### src/sv/fbp_pkg.sv
// Shared types and codes of the fixed block pool free list.
`timescale 1ns / 1ps
`default_nettype none
package fbp_pkg;

	localparam logic [1:0] CMD_INIT  = 2'd0;
	localparam logic [1:0] CMD_ALLOC = 2'd1;
	localparam logic [1:0] CMD_FREE  = 2'd2;

	localparam logic [1:0] ST_OK     = 2'd0;
	localparam logic [1:0] ST_EMPTY  = 2'd1;
	localparam logic [1:0] ST_BADCFG = 2'd2;
	localparam logic [1:0] ST_NOINIT = 2'd3;

	localparam logic [1:0] REG_BASE  = 2'd0;
	localparam logic [1:0] REG_COUNT = 2'd1;
	localparam logic [1:0] REG_SIZE  = 2'd2;

	localparam int IN_W  = 16;
	localparam int OUT_W = 48;

	typedef struct packed {
		logic [31:0] base_address;
		logic [8:0]  block_count;
		logic [15:0] block_size;
	} cfg_t;

	typedef struct packed {
		logic [31:0] block_address;
		logic [7:0]  block_index;
		logic [1:0]  status;
	} result_t;

endpackage
`default_nettype wire

### src/sv/fbp_link_mem.sv
// Link memory of the free list: one write port, one registered read port.
`timescale 1ns / 1ps
`default_nettype none
module fbp_link_mem #(
	parameter int DEPTH = 256,
	parameter int AW    = 8,
	parameter int DW    = 9
) (
	input  wire logic          clk,
	input  wire logic          we,
	input  wire logic [AW-1:0] waddr,
	input  wire logic [DW-1:0] wdata,
	input  wire logic          re,
	input  wire logic [AW-1:0] raddr,
	output logic      [DW-1:0] rdata_q
);

	logic [DW-1:0] link_mem [DEPTH];

	always_ff @(posedge clk) begin
		if (we) begin
			link_mem[waddr] <= wdata;
		end
	end

	always_ff @(posedge clk) begin
		if (re) begin
			rdata_q <= link_mem[raddr];
		end
	end

endmodule
`default_nettype wire

### src/sv/fbp_ctrl.sv
// Command sequencer: free list head, init walk, alloc read and address calculation.
`timescale 1ns / 1ps
`default_nettype none
module fbp_ctrl #(
	parameter int MAX_BLOCKS = 256,
	parameter int IW         = 8,
	parameter int LW         = 9
) (
	input  wire logic             clk,
	input  wire logic             arst_n,
	input  wire fbp_pkg::cfg_t    cfg,
	input  wire logic             in_valid,
	output logic                  in_ready,
	input  wire logic [1:0]       command,
	input  wire logic [7:0]       free_index,
	input  wire logic [1:0]       buf_level,
	output logic                  res_valid,
	output fbp_pkg::result_t      res,
	output logic                  mem_we,
	output logic [IW-1:0]         mem_waddr,
	output logic [LW-1:0]         mem_wdata,
	output logic                  mem_re,
	output logic [IW-1:0]         mem_raddr,
	input  wire logic [LW-1:0]    mem_rdata
);

	localparam logic [1:0] S_IDLE  = 2'd0;
	localparam logic [1:0] S_WALK  = 2'd1;
	localparam logic [1:0] S_ALLOC = 2'd2;

	localparam logic [LW-1:0] LINK_NULL = LW'(MAX_BLOCKS);
	localparam int PW = IW + 16;

	logic [1:0]        state_q;
	logic [LW-1:0]     head_q;
	logic              ready_q;
	logic [IW-1:0]     cnt_q;
	logic              res_valid_q;
	fbp_pkg::result_t  res_q;
	logic [31:0]       held_base_q;
	logic [15:0]       held_size_q;
	logic [IW-1:0]     idx_s1;
	logic [31:0]       prod_s1;

	logic              acc;
	logic              cfg_bad;
	logic              head_null;
	logic              fidx_ok;
	logic              walk_last;
	logic [IW-1:0]     head_idx;
	logic [PW-1:0]     prod;
	logic              res_set;
	fbp_pkg::result_t  res_nxt;

	assign in_ready  = (state_q == S_IDLE)
		&& (({1'b0, buf_level} + {2'b00, res_valid_q}) < 3'd2);
	assign acc       = in_valid && in_ready;
	assign cfg_bad   = (cfg.base_address == 32'd0) || (cfg.block_count == 9'd0)
		|| (cfg.block_size == 16'd0) || (32'(cfg.block_count) > MAX_BLOCKS);
	assign head_null = 32'(head_q) >= MAX_BLOCKS;
	assign fidx_ok   = 32'(free_index) < MAX_BLOCKS;
	assign walk_last = 32'(cnt_q) == (32'(cfg.block_count) - 32'd1);
	assign head_idx  = head_q[IW-1:0];
	assign prod      = PW'(head_idx) * PW'(held_size_q);
	assign res_valid = res_valid_q;
	assign res       = res_q;

	always_comb begin
		mem_we    = 1'b0;
		mem_waddr = cnt_q;
		mem_wdata = LINK_NULL;
		mem_re    = 1'b0;
		mem_raddr = head_idx;
		if (state_q == S_WALK) begin
			mem_we = 1'b1;
			if (cnt_q != '0) begin
				mem_wdata = LW'(cnt_q - 1'b1);
			end
		end
		if (acc && ready_q && (command == fbp_pkg::CMD_ALLOC) && !head_null) begin
			mem_re = 1'b1;
		end
		if (acc && ready_q && (command == fbp_pkg::CMD_FREE) && fidx_ok) begin
			mem_we    = 1'b1;
			mem_waddr = IW'(free_index);
			mem_wdata = head_q;
		end
	end

	always_comb begin
		res_set = 1'b0;
		res_nxt = '0;
		res_nxt.status = fbp_pkg::ST_OK;
		unique case (state_q)
			S_IDLE: begin
				if (acc) begin
					unique case (command)
						fbp_pkg::CMD_INIT: begin
							if (cfg_bad) begin
								res_set        = 1'b1;
								res_nxt.status = fbp_pkg::ST_BADCFG;
							end
						end
						fbp_pkg::CMD_ALLOC: begin
							if (!ready_q) begin
								res_set        = 1'b1;
								res_nxt.status = fbp_pkg::ST_NOINIT;
							end else if (head_null) begin
								res_set        = 1'b1;
								res_nxt.status = fbp_pkg::ST_EMPTY;
							end
						end
						fbp_pkg::CMD_FREE: begin
							res_set        = 1'b1;
							res_nxt.status = ready_q ? fbp_pkg::ST_OK : fbp_pkg::ST_NOINIT;
						end
						default: begin
							res_set = 1'b1;
						end
					endcase
				end
			end
			S_WALK: begin
				res_set = walk_last;
			end
			S_ALLOC: begin
				res_set               = 1'b1;
				res_nxt.block_index   = 8'(idx_s1);
				res_nxt.block_address = held_base_q + prod_s1;
			end
			default: begin
				res_set = 1'b0;
			end
		endcase
	end

	always_ff @(posedge clk or negedge arst_n) begin
		if (!arst_n) begin
			state_q     <= S_IDLE;
			head_q      <= LINK_NULL;
			ready_q     <= 1'b0;
			cnt_q       <= '0;
			res_valid_q <= 1'b0;
		end else begin
			res_valid_q <= res_set;
			unique case (state_q)
				S_IDLE: begin
					if (acc) begin
						unique case (command)
							fbp_pkg::CMD_INIT: begin
								if (!cfg_bad) begin
									state_q <= S_WALK;
									cnt_q   <= '0;
								end
							end
							fbp_pkg::CMD_ALLOC: begin
								if (ready_q && !head_null) begin
									state_q <= S_ALLOC;
								end
							end
							fbp_pkg::CMD_FREE: begin
								if (ready_q && fidx_ok) begin
									head_q <= LW'(free_index);
								end
							end
							default: begin
								state_q <= S_IDLE;
							end
						endcase
					end
				end
				S_WALK: begin
					cnt_q <= cnt_q + 1'b1;
					if (walk_last) begin
						state_q <= S_IDLE;
						head_q  <= LW'(cnt_q);
						ready_q <= 1'b1;
					end
				end
				S_ALLOC: begin
					state_q <= S_IDLE;
					head_q  <= mem_rdata;
				end
				default: begin
					state_q <= S_IDLE;
				end
			endcase
		end
	end

	always_ff @(posedge clk) begin
		if (res_set) begin
			res_q <= res_nxt;
		end
		if ((state_q == S_IDLE) && acc && (command == fbp_pkg::CMD_ALLOC)) begin
			idx_s1  <= head_idx;
			prod_s1 <= 32'(prod);
		end
		if ((state_q == S_WALK) && walk_last) begin
			held_base_q <= cfg.base_address;
			held_size_q <= cfg.block_size;
		end
	end

endmodule
`default_nettype wire

### src/sv/fbp_out_buf.sv
// Two-entry result queue in front of the output stream.
`timescale 1ns / 1ps
`default_nettype none
module fbp_out_buf (
	input  wire logic              clk,
	input  wire logic              arst_n,
	input  wire logic              push,
	input  wire fbp_pkg::result_t  push_data,
	output logic                   out_valid,
	input  wire logic              out_ready,
	output fbp_pkg::result_t       out_data,
	output logic [1:0]             level
);

	fbp_pkg::result_t ent_q [2];
	logic             rd_ptr_q;
	logic             wr_ptr_q;
	logic [1:0]       level_q;
	logic             pop;

	assign out_valid = level_q != 2'd0;
	assign out_data  = ent_q[rd_ptr_q];
	assign level     = level_q;
	assign pop       = out_valid && out_ready;

	always_ff @(posedge clk or negedge arst_n) begin
		if (!arst_n) begin
			rd_ptr_q <= 1'b0;
			wr_ptr_q <= 1'b0;
			level_q  <= 2'd0;
		end else begin
			if (push) begin
				wr_ptr_q <= ~wr_ptr_q;
			end
			if (pop) begin
				rd_ptr_q <= ~rd_ptr_q;
			end
			if (push && !pop) begin
				level_q <= level_q + 2'd1;
			end else if (pop && !push) begin
				level_q <= level_q - 2'd1;
			end
		end
	end

	always_ff @(posedge clk) begin
		if (push) begin
			ent_q[wr_ptr_q] <= push_data;
		end
	end

endmodule
`default_nettype wire

### src/sv/fixed_block_pool_free_list.sv
// Top level of the fixed block pool free list allocator.
// Fixed-size block pool kept as a LIFO free list in a link memory. Each input
// transfer carries one command (init, alloc or free) and yields exactly one
// result transfer. Free, the unused command and any rejected command are
// answered from the idle state; alloc goes on to the alloc state, in which the
// registered link read gives the next head; a valid init walks the link memory,
// one link write per block. Up to two results are held at the output, so work
// goes on while the sink stalls. Configuration writes are taken at any time but
// are meant for idle periods; init latches base and size for later allocs.
`timescale 1ns / 1ps
`default_nettype none
module fixed_block_pool_free_list #(
	parameter int MAX_BLOCKS = 256
) (
	input  wire logic        clk,
	input  wire logic        arst_n,
	input  wire logic        s_tvalid,
	output logic             s_tready,
	input  wire logic [15:0] s_tdata,   // command[1:0], free_index[9:2], zero pad
	output logic             m_tvalid,
	input  wire logic        m_tready,
	output logic [47:0]      m_tdata,   // status[1:0], block_index[9:2], block_address[41:10]
	input  wire logic        cfg_valid,
	output logic             cfg_ready,
	input  wire logic [1:0]  cfg_index,
	input  wire logic [31:0] cfg_data
);

	localparam int IW = $clog2(MAX_BLOCKS);
	localparam int LW = $clog2(MAX_BLOCKS + 1);

	fbp_pkg::cfg_t    cfg_q;
	fbp_pkg::result_t res;
	fbp_pkg::result_t out_data;
	logic             res_valid;
	logic [1:0]       buf_level;
	logic             mem_we;
	logic [IW-1:0]    mem_waddr;
	logic [LW-1:0]    mem_wdata;
	logic             mem_re;
	logic [IW-1:0]    mem_raddr;
	logic [LW-1:0]    mem_rdata;

	assign cfg_ready = 1'b1;
	assign m_tdata   = {6'd0, out_data};

	always_ff @(posedge clk or negedge arst_n) begin
		if (!arst_n) begin
			cfg_q <= '0;
		end else if (cfg_valid && cfg_ready) begin
			unique case (cfg_index)
				fbp_pkg::REG_BASE:  cfg_q.base_address <= cfg_data;
				fbp_pkg::REG_COUNT: cfg_q.block_count  <= cfg_data[8:0];
				fbp_pkg::REG_SIZE:  cfg_q.block_size   <= cfg_data[15:0];
				default:            cfg_q              <= cfg_q;
			endcase
		end
	end

	fbp_ctrl #(
		.MAX_BLOCKS (MAX_BLOCKS),
		.IW         (IW),
		.LW         (LW)
	) u_ctrl (
		.clk        (clk),
		.arst_n     (arst_n),
		.cfg        (cfg_q),
		.in_valid   (s_tvalid),
		.in_ready   (s_tready),
		.command    (s_tdata[1:0]),
		.free_index (s_tdata[9:2]),
		.buf_level  (buf_level),
		.res_valid  (res_valid),
		.res        (res),
		.mem_we     (mem_we),
		.mem_waddr  (mem_waddr),
		.mem_wdata  (mem_wdata),
		.mem_re     (mem_re),
		.mem_raddr  (mem_raddr),
		.mem_rdata  (mem_rdata)
	);

	fbp_link_mem #(
		.DEPTH (MAX_BLOCKS),
		.AW    (IW),
		.DW    (LW)
	) u_link_mem (
		.clk     (clk),
		.we      (mem_we),
		.waddr   (mem_waddr),
		.wdata   (mem_wdata),
		.re      (mem_re),
		.raddr   (mem_raddr),
		.rdata_q (mem_rdata)
	);

	fbp_out_buf u_out_buf (
		.clk       (clk),
		.arst_n    (arst_n),
		.push      (res_valid),
		.push_data (res),
		.out_valid (m_tvalid),
		.out_ready (m_tready),
		.out_data  (out_data),
		.level     (buf_level)
	);

endmodule
`default_nettype wire

### config.mk
export PLATFORM = sky130hd
export DESIGN_NAME = fixed_block_pool_free_list
export DESIGN_NICKNAME = d
export VERILOG_FILES = /design/src/sv/fbp_pkg.sv /design/src/sv/fbp_link_mem.sv /design/src/sv/fbp_ctrl.sv /design/src/sv/fbp_out_buf.sv /design/src/sv/fixed_block_pool_free_list.sv
export SDC_FILE = /design/constraint.sdc
export NUM_CORES = 2
export LEC_CHECK = 0
export ABC_AREA = 1
export BUFFER_PORTS_ARGS = -buffer_cell sky130_fd_sc_hd__clkbuf_2
export CAP_MARGIN = 20
export CORE_MARGIN = 2
export CORE_UTILIZATION = 31
export DETAILED_ROUTE_END_ITERATION = 16
export SETUP_SLACK_MARGIN = 0.3
export SKIP_LAST_GASP = 1
export SLEW_MARGIN = 10
export SYNTH_ARGS = -nofsm -noshare
export SYNTH_HDL_FRONTEND = slang
export SYNTH_SLANG_ARGS = --single-unit
### constraint.sdc
create_clock -name clk -period 22.4 [get_ports clk]
set_input_delay 6.72 -clock clk [delete_from_list [all_inputs] [get_ports clk]]
set_output_delay 6.72 -clock clk [all_outputs]
set_load 0.02 [all_outputs]
# After elaboration in Yosys (flattened, before gate mapping)
# Memory sizes are Yosys's and may differ from the RTL's. A register that Yosys moved wholly into a read port is not among the register bits.
# Index checks and enable logic that the tools add are counted.
# op_classes
div,0
magnitude_cmp,3
n_addsub,7
bitwise_logic,2
eq_ne,16
n_mul,1
n_reduce_logical,38
muxes,39
n_shift,0
# op_table
operator,count
$mux 9,7
$add 32x24->32,1
$eq 8x32->1,1
$logic_not 32->1,1
$mux 8,4
$pmux 9 s3,1
$mul 8x16->24,1
$mux 2,9
$logic_not 16->1,1
$pmux 8 s2,1
$logic_and 1x1->1,13
$mux 1,12
$pmux 2 s3,2
$reduce_and 2->1,5
$reduce_and 5->1,2
$sub 9x1->10 const B,1
$ge 9x9->1 const B,1
$gt 9x9->1 const B,1
$logic_not 9->1,1
$sub 8x1->9 const B,1
$add 8x1->8 const B,1
$ne 2x2->1 const B,4
$reduce_bool 8->1,1
$eq 2x1->1 const B,3
17 further kinds,31
# word_totals
output_inout_bits,51
mem_count,2
mem_bits_ro,0
ram_bits,2388
latch_bits,0
elab_cells,126
in_bits,55
ff_bits,204
# memory_table
memory,words,width,rd,rd_clocked_by_memory_dff,wr,line_no,source
u_link_mem.link_mem,256,9,1,1,1,fbp_link_mem.sv:18,logic [DW-1:0] link_mem [DEPTH];
u_out_buf.ent_q,2,42,1,0,1,fbp_out_buf.sv:15,fbp_pkg::result_t ent_q [2];

# Logic depth before layout (Yosys ltp)
# logic_depth
ltp_word,9
mapped_depth,22
ltp_nobuf,19

# By module
# From an unflattened synthesis, not the netlist that was laid out.
# unflattened
cells_unflattened,9910
hier_area_um2,111679.6
# modules_own_cells
mod,area_per_inst_um2,seq_area_each_um2,cells_each,n_inst
fbp_link_mem,93609.8,69456.6,7826,1
fbp_ctrl,12360.6,4190.3,1577,1
fbp_out_buf,3296.9,2622.5,246,1
fixed_block_pool_free_list,2412.3,1426.4,261,1

# Least setup slack after synthesis
# OpenSTA, ideal clock, no wires.
# synth_path
kind,in2reg
from,input s_tdata[0]
to,"memory u_link_mem.link_mem[0][7], data pin"
setup_slack_ns,6.049
cell_stages,8
required_ns,20.816
setup_ns,1.584
arrival_time_ns,14.768
n_path_buf,2
path_cell_list,inv_1 -> nand2_1 -> nor3_4 -> inv_2 -> buf_6 -> clkbuf_1 -> o311ai_1 -> o22ai_1
# synth_between
elab_chain_len,3
# synth_rtl
item,line_no,source
start: declaration,fixed_block_pool_free_list.sv:19,"input wire logic [15:0] s_tdata,"
$eq 2x2->1,fbp_ctrl.sv:83,if (acc && ready_q && (command == fbp_pkg::CMD_FREE) && fidx_ok) begin
$logic_and 1x1->1,fbp_ctrl.sv:83,
$mux 9,fbp_ctrl.sv:83,
net mem_wdata[7],fixed_block_pool_free_list.sv:39,logic [LW-1:0] mem_wdata;
end: declaration,fbp_link_mem.sv:18,
# The timed path passes the listed nets, and every way through them passes these cells.

# Worst setup path after layout
# layout_path
from,input s_tdata[0]
to,memory u_link_mem.link_mem[18][6] (enable)
# layout_between
elab_chain_len,5
elab_cells_between_ends,6
cone_classes,eq/ne: 1; mux: 4; reduce/logical: 1
# layout_rtl
item,line_no,source
$eq 2x2->1 *,fbp_ctrl.sv:83,
$logic_and 1x1->1 *,fbp_ctrl.sv:83,
$mux 1,fbp_ctrl.sv:83,
$mux 1,fbp_link_mem.sv:21,if (we) begin
$mux 1 (not written as such),fbp_link_mem.sv:22,link_mem[waddr] <= wdata;
# Every way passes the cells marked *; elsewhere a longest branch is shown, timed or not.

==> results_dict.tcl <==
set metrics [dict create \
    gp_congestion 0.8558 \
    cts_setup_buffers 0 \
    yosysTopAreaCellShare_pct 68.54 \
    tightest_slew_ns 1.191 \
    fp.dieW_microns 600.7 \
    cts_root_buf "clkbuf_16" \
    wirelength_microns 293300 \
    vias 71520 \
    cpPeakStageDelay_ns 0.96 \
    htreeDepth 5 \
    max-vdd-ir-drop_mv 0.1196 \
    clock_latency_ns 0.94 \
    final_layout_size_suffix_gt1_share_pct 6.422 \
    cts_tree "yes" \
    die_h_microns 600.7 \
    grtUsageTotal_pct 15.76 \
    async_reset_ff_share_pct 3.153 \
    skew_ns 0.07169 \
    grt_pass1_vias 67627 \
    crit_arrival_ns 11.07 \
    synth_common_cells "nand2_1 (2899), edfxtp_1 (2519), nand3_1 (2328)" \
    initial_core_util_pct 31.08 \
    cp.required_ns 22.90 \
    ys_ff_latch 2601 \
    io_buffers 92 \
    grt_max_degree 184 \
    busiest_layer "met2" \
    slew_viol_final 0 \
    period_needed_ns 10.56 \
    rsz0062_at_grt "no" \
    synthTopCellsByArea "edfxtp_1 (69%), nand3_1 (11%), nand2_1 (9.9%), dfrtp_1 (1.8%), fa_1 (1.5%)" \
    leakagePower_nw 44.54 \
    synthCells 9693 \
    setup_viol 0 \
    yosysSeqAreaShare_pct 70.40 \
    worstSetupEndpointType "flop" \
    core.rowCount 219 \
    hold_path_class "flop to flop" \
    final_cells 14506 \
    num-fill-cells 34783 \
    synth.largest_area_cell "edfxtp_1" \
    vias_per_cell 4.930 \
    cts.clk_slew.worst_paths_ns 0.06 \
    antenna_left 0 \
    yosys_most_used_dff "edfxtp_1" \
    yosysMostFrequentCell "nand2_1" \
    ctsLongestPathBuffers 4 \
    cts_made_buffers 281 \
    place_hpwl_microns 165900 \
    route.detailed.drc 0 \
    cts_resized 0 \
    core_sq_um 355100 \
    cp-start-kind "input pin" \
    firstDrtPassIters 8 \
    cp_top_family "simple AND/OR/NAND/NOR gates" \
    power_density_nw_per_um2 128.0 \
    hold_viol_final 0 \
    grtUsageMet3_pct 2.772 \
    wire_per_inst_microns 20.22 \
    cap_violations 0 \
    gr-total-overflow 0 \
    ys_warn_count 0 \
    cts_sinks 2601 \
    synth_area_per_cell_sq_um 11.39 \
    finalNetCount 9787 \
    place_inst 14037 \
    drtIter0Drc 7512 \
    syn_area_sq_um 110400 \
    total_power_mw 15.84 \
    crit_chain "clkbuf_2, inv_1, nand2_1, nor3_4, inv_2, o21ai_0, inv_1, nor2_1, nand2_1, nor2_1" \
    ys_types 50 \
    setup_total_negative_slack_ns 0 \
    critPathKind "input pin to flop" \
    grt_pass1_wl_microns 435700 \
    maxSlewHeadroom_pct 19.76 \
    place_area_sq_um 115500 \
    slowest_stage "o21ai_0" \
    antenna_found_initial 15 \
    areaGrowthSynthToFinish_pct 12.18 \
    crit_fanout 25 \
    run_status "finished clean" \
    design_area_sq_um 123800 \
    grtUsageMet2_pct 25.35 \
    dieArea_sq_um 360800 \
    clock.fmax_mhz 94.68 \
    synth_edf_count 2519 \
    hold_buffers 0 \
    grtUsageMet1_pct 21.48 \
    pin_count 106 \
    finalCritPeriodShare_pct 47.15 \
    worst-path-buf-inv 4 \
]
[state kept, by name (all words and copies together), names as in the netlist, 2 cells and up]
register	flops
cfg_q	57
u_ctrl.cnt_q	8
u_ctrl.head_q	9
u_ctrl.held_base_q	32
u_ctrl.held_size_q	16
u_ctrl.idx_s1	8
u_ctrl.prod_s1	24
u_ctrl.res	42
u_ctrl.state_q	2
u_link_mem.link_mem	2304
u_link_mem.rdata_q	9
u_out_buf.ent_q	84
u_out_buf.level	2
[routing by layer]
| layer | vias up | routed length [microns] | part of all wire (%) |
|---|---|---|---|
| met5 | - | 21 | 0.0072 |
| met4 | 4 | 9837 | 3.4 |
| met1 | 34729 | 123000 | 42 |
| met3 | 528 | 23240 | 7.9 |
| met2 | 2698 | 137200 | 47 |
| li1 | 33561 | - | - |
[per-stage QoR]
| step | hold slack (ns) | setup slack (ns) | util [%] |
|---|---|---|---|
| 3_5_place_dp | 0.4304 | 11.04 | 32.53 |
| 3_3_place_gp | 0.4234 | 11.11 | 32.53 |
| 4_1_cts | 0.4191 | 11.97 | 34.84 |
| 5_1_grt | 0.4442 | 11.66 | 34.86 |
| 2_1_floorplan | 0.4196 | 6.049 | - |
| 6_report | 0.4327 | 11.84 | 34.86 |
[worst paths after layout]
path | start | end | slack (ns) | depth (start not counted)
max | s_tdata[0] | u_link_mem.link_mem[18][6] | 11.84 | 10
min | u_ctrl.res[22] | u_out_buf.ent_q[1][22] | 0.43 | 0
max reg2reg | u_ctrl.state_q[0] | u_link_mem.link_mem[18][6] | 16.59 | 12
min reg2reg | u_ctrl.res[22] | u_out_buf.ent_q[1][22] | 0.43 | 0
max in group asynchronous | arst_n | u_ctrl.head_q[4] | 15.40 | 2
min in group asynchronous | arst_n | u_out_buf.rd_ptr_q | 5.68 | 1
[layout make-up]
type	instances	area, sq um	share of cell area [%]
Antenna cell	7	17.52	0.01415
Clock buffer	350	7427	5.999
Multi-Input combinational cell	6142	29120	23.52
Timing Repair Buffer	200	1464	1.182
Sequential cell	2601	77720	62.78
Inverter	345	1324	1.069
Tap cell	4751	5944	4.802
Clock inverter	110	784.5	0.6337
[placed cells by master (no fill, tap or decap), types with 8 or more instances in the layout]
cell	count
dfrtp_1	74
o21bai_1	8
clkbuf_16	286
buf_12	13
clkbuf_1	61
nand4_1	8
o21ai_0	104
edfxtp_1	2519
buf_4	94
inv_1	332
o22ai_4	8
nand3_1	2327
ha_1	75
fa_1	85
nor2_1	394
xor2_1	27
bufinv_16	10
mux2_2	16
clkbuf_2	91
nor3_1	17
xnor2_1	12
nand2_1	2891
a31oi_1	10
nand2_2	15
clkinv_2	33
clkinv_1	58
a21oi_1	82
[power breakdown]
part,internal (mW),switching (mW)
combinational,1.63,4.14
sequential,5.68,0.140
clock,2.45,1.82
total,9.75,6.09
[cells by family (layout without fill, tap and decap cells)]
group | Yosys count | count (layout) | share of synthesized area [%]
AND/OR/NAND/NOR | 5678 | 5678 | 22.09
flip-flops | 2601 | 2601 | 70.40
adder cells (fa/ha/maj) | 161 | 161 | 2.404
XOR/XNOR | 40 | 40 | 0.3299
buffers and inverters | 955 | 1005 | 3.409
multiplexers | 16 | 16 | 0.1633
other | 2 | 14 | 0.006805
AO/OA/AOI/OAI | 240 | 240 | 1.196
(Power assumes the default switching activity.)
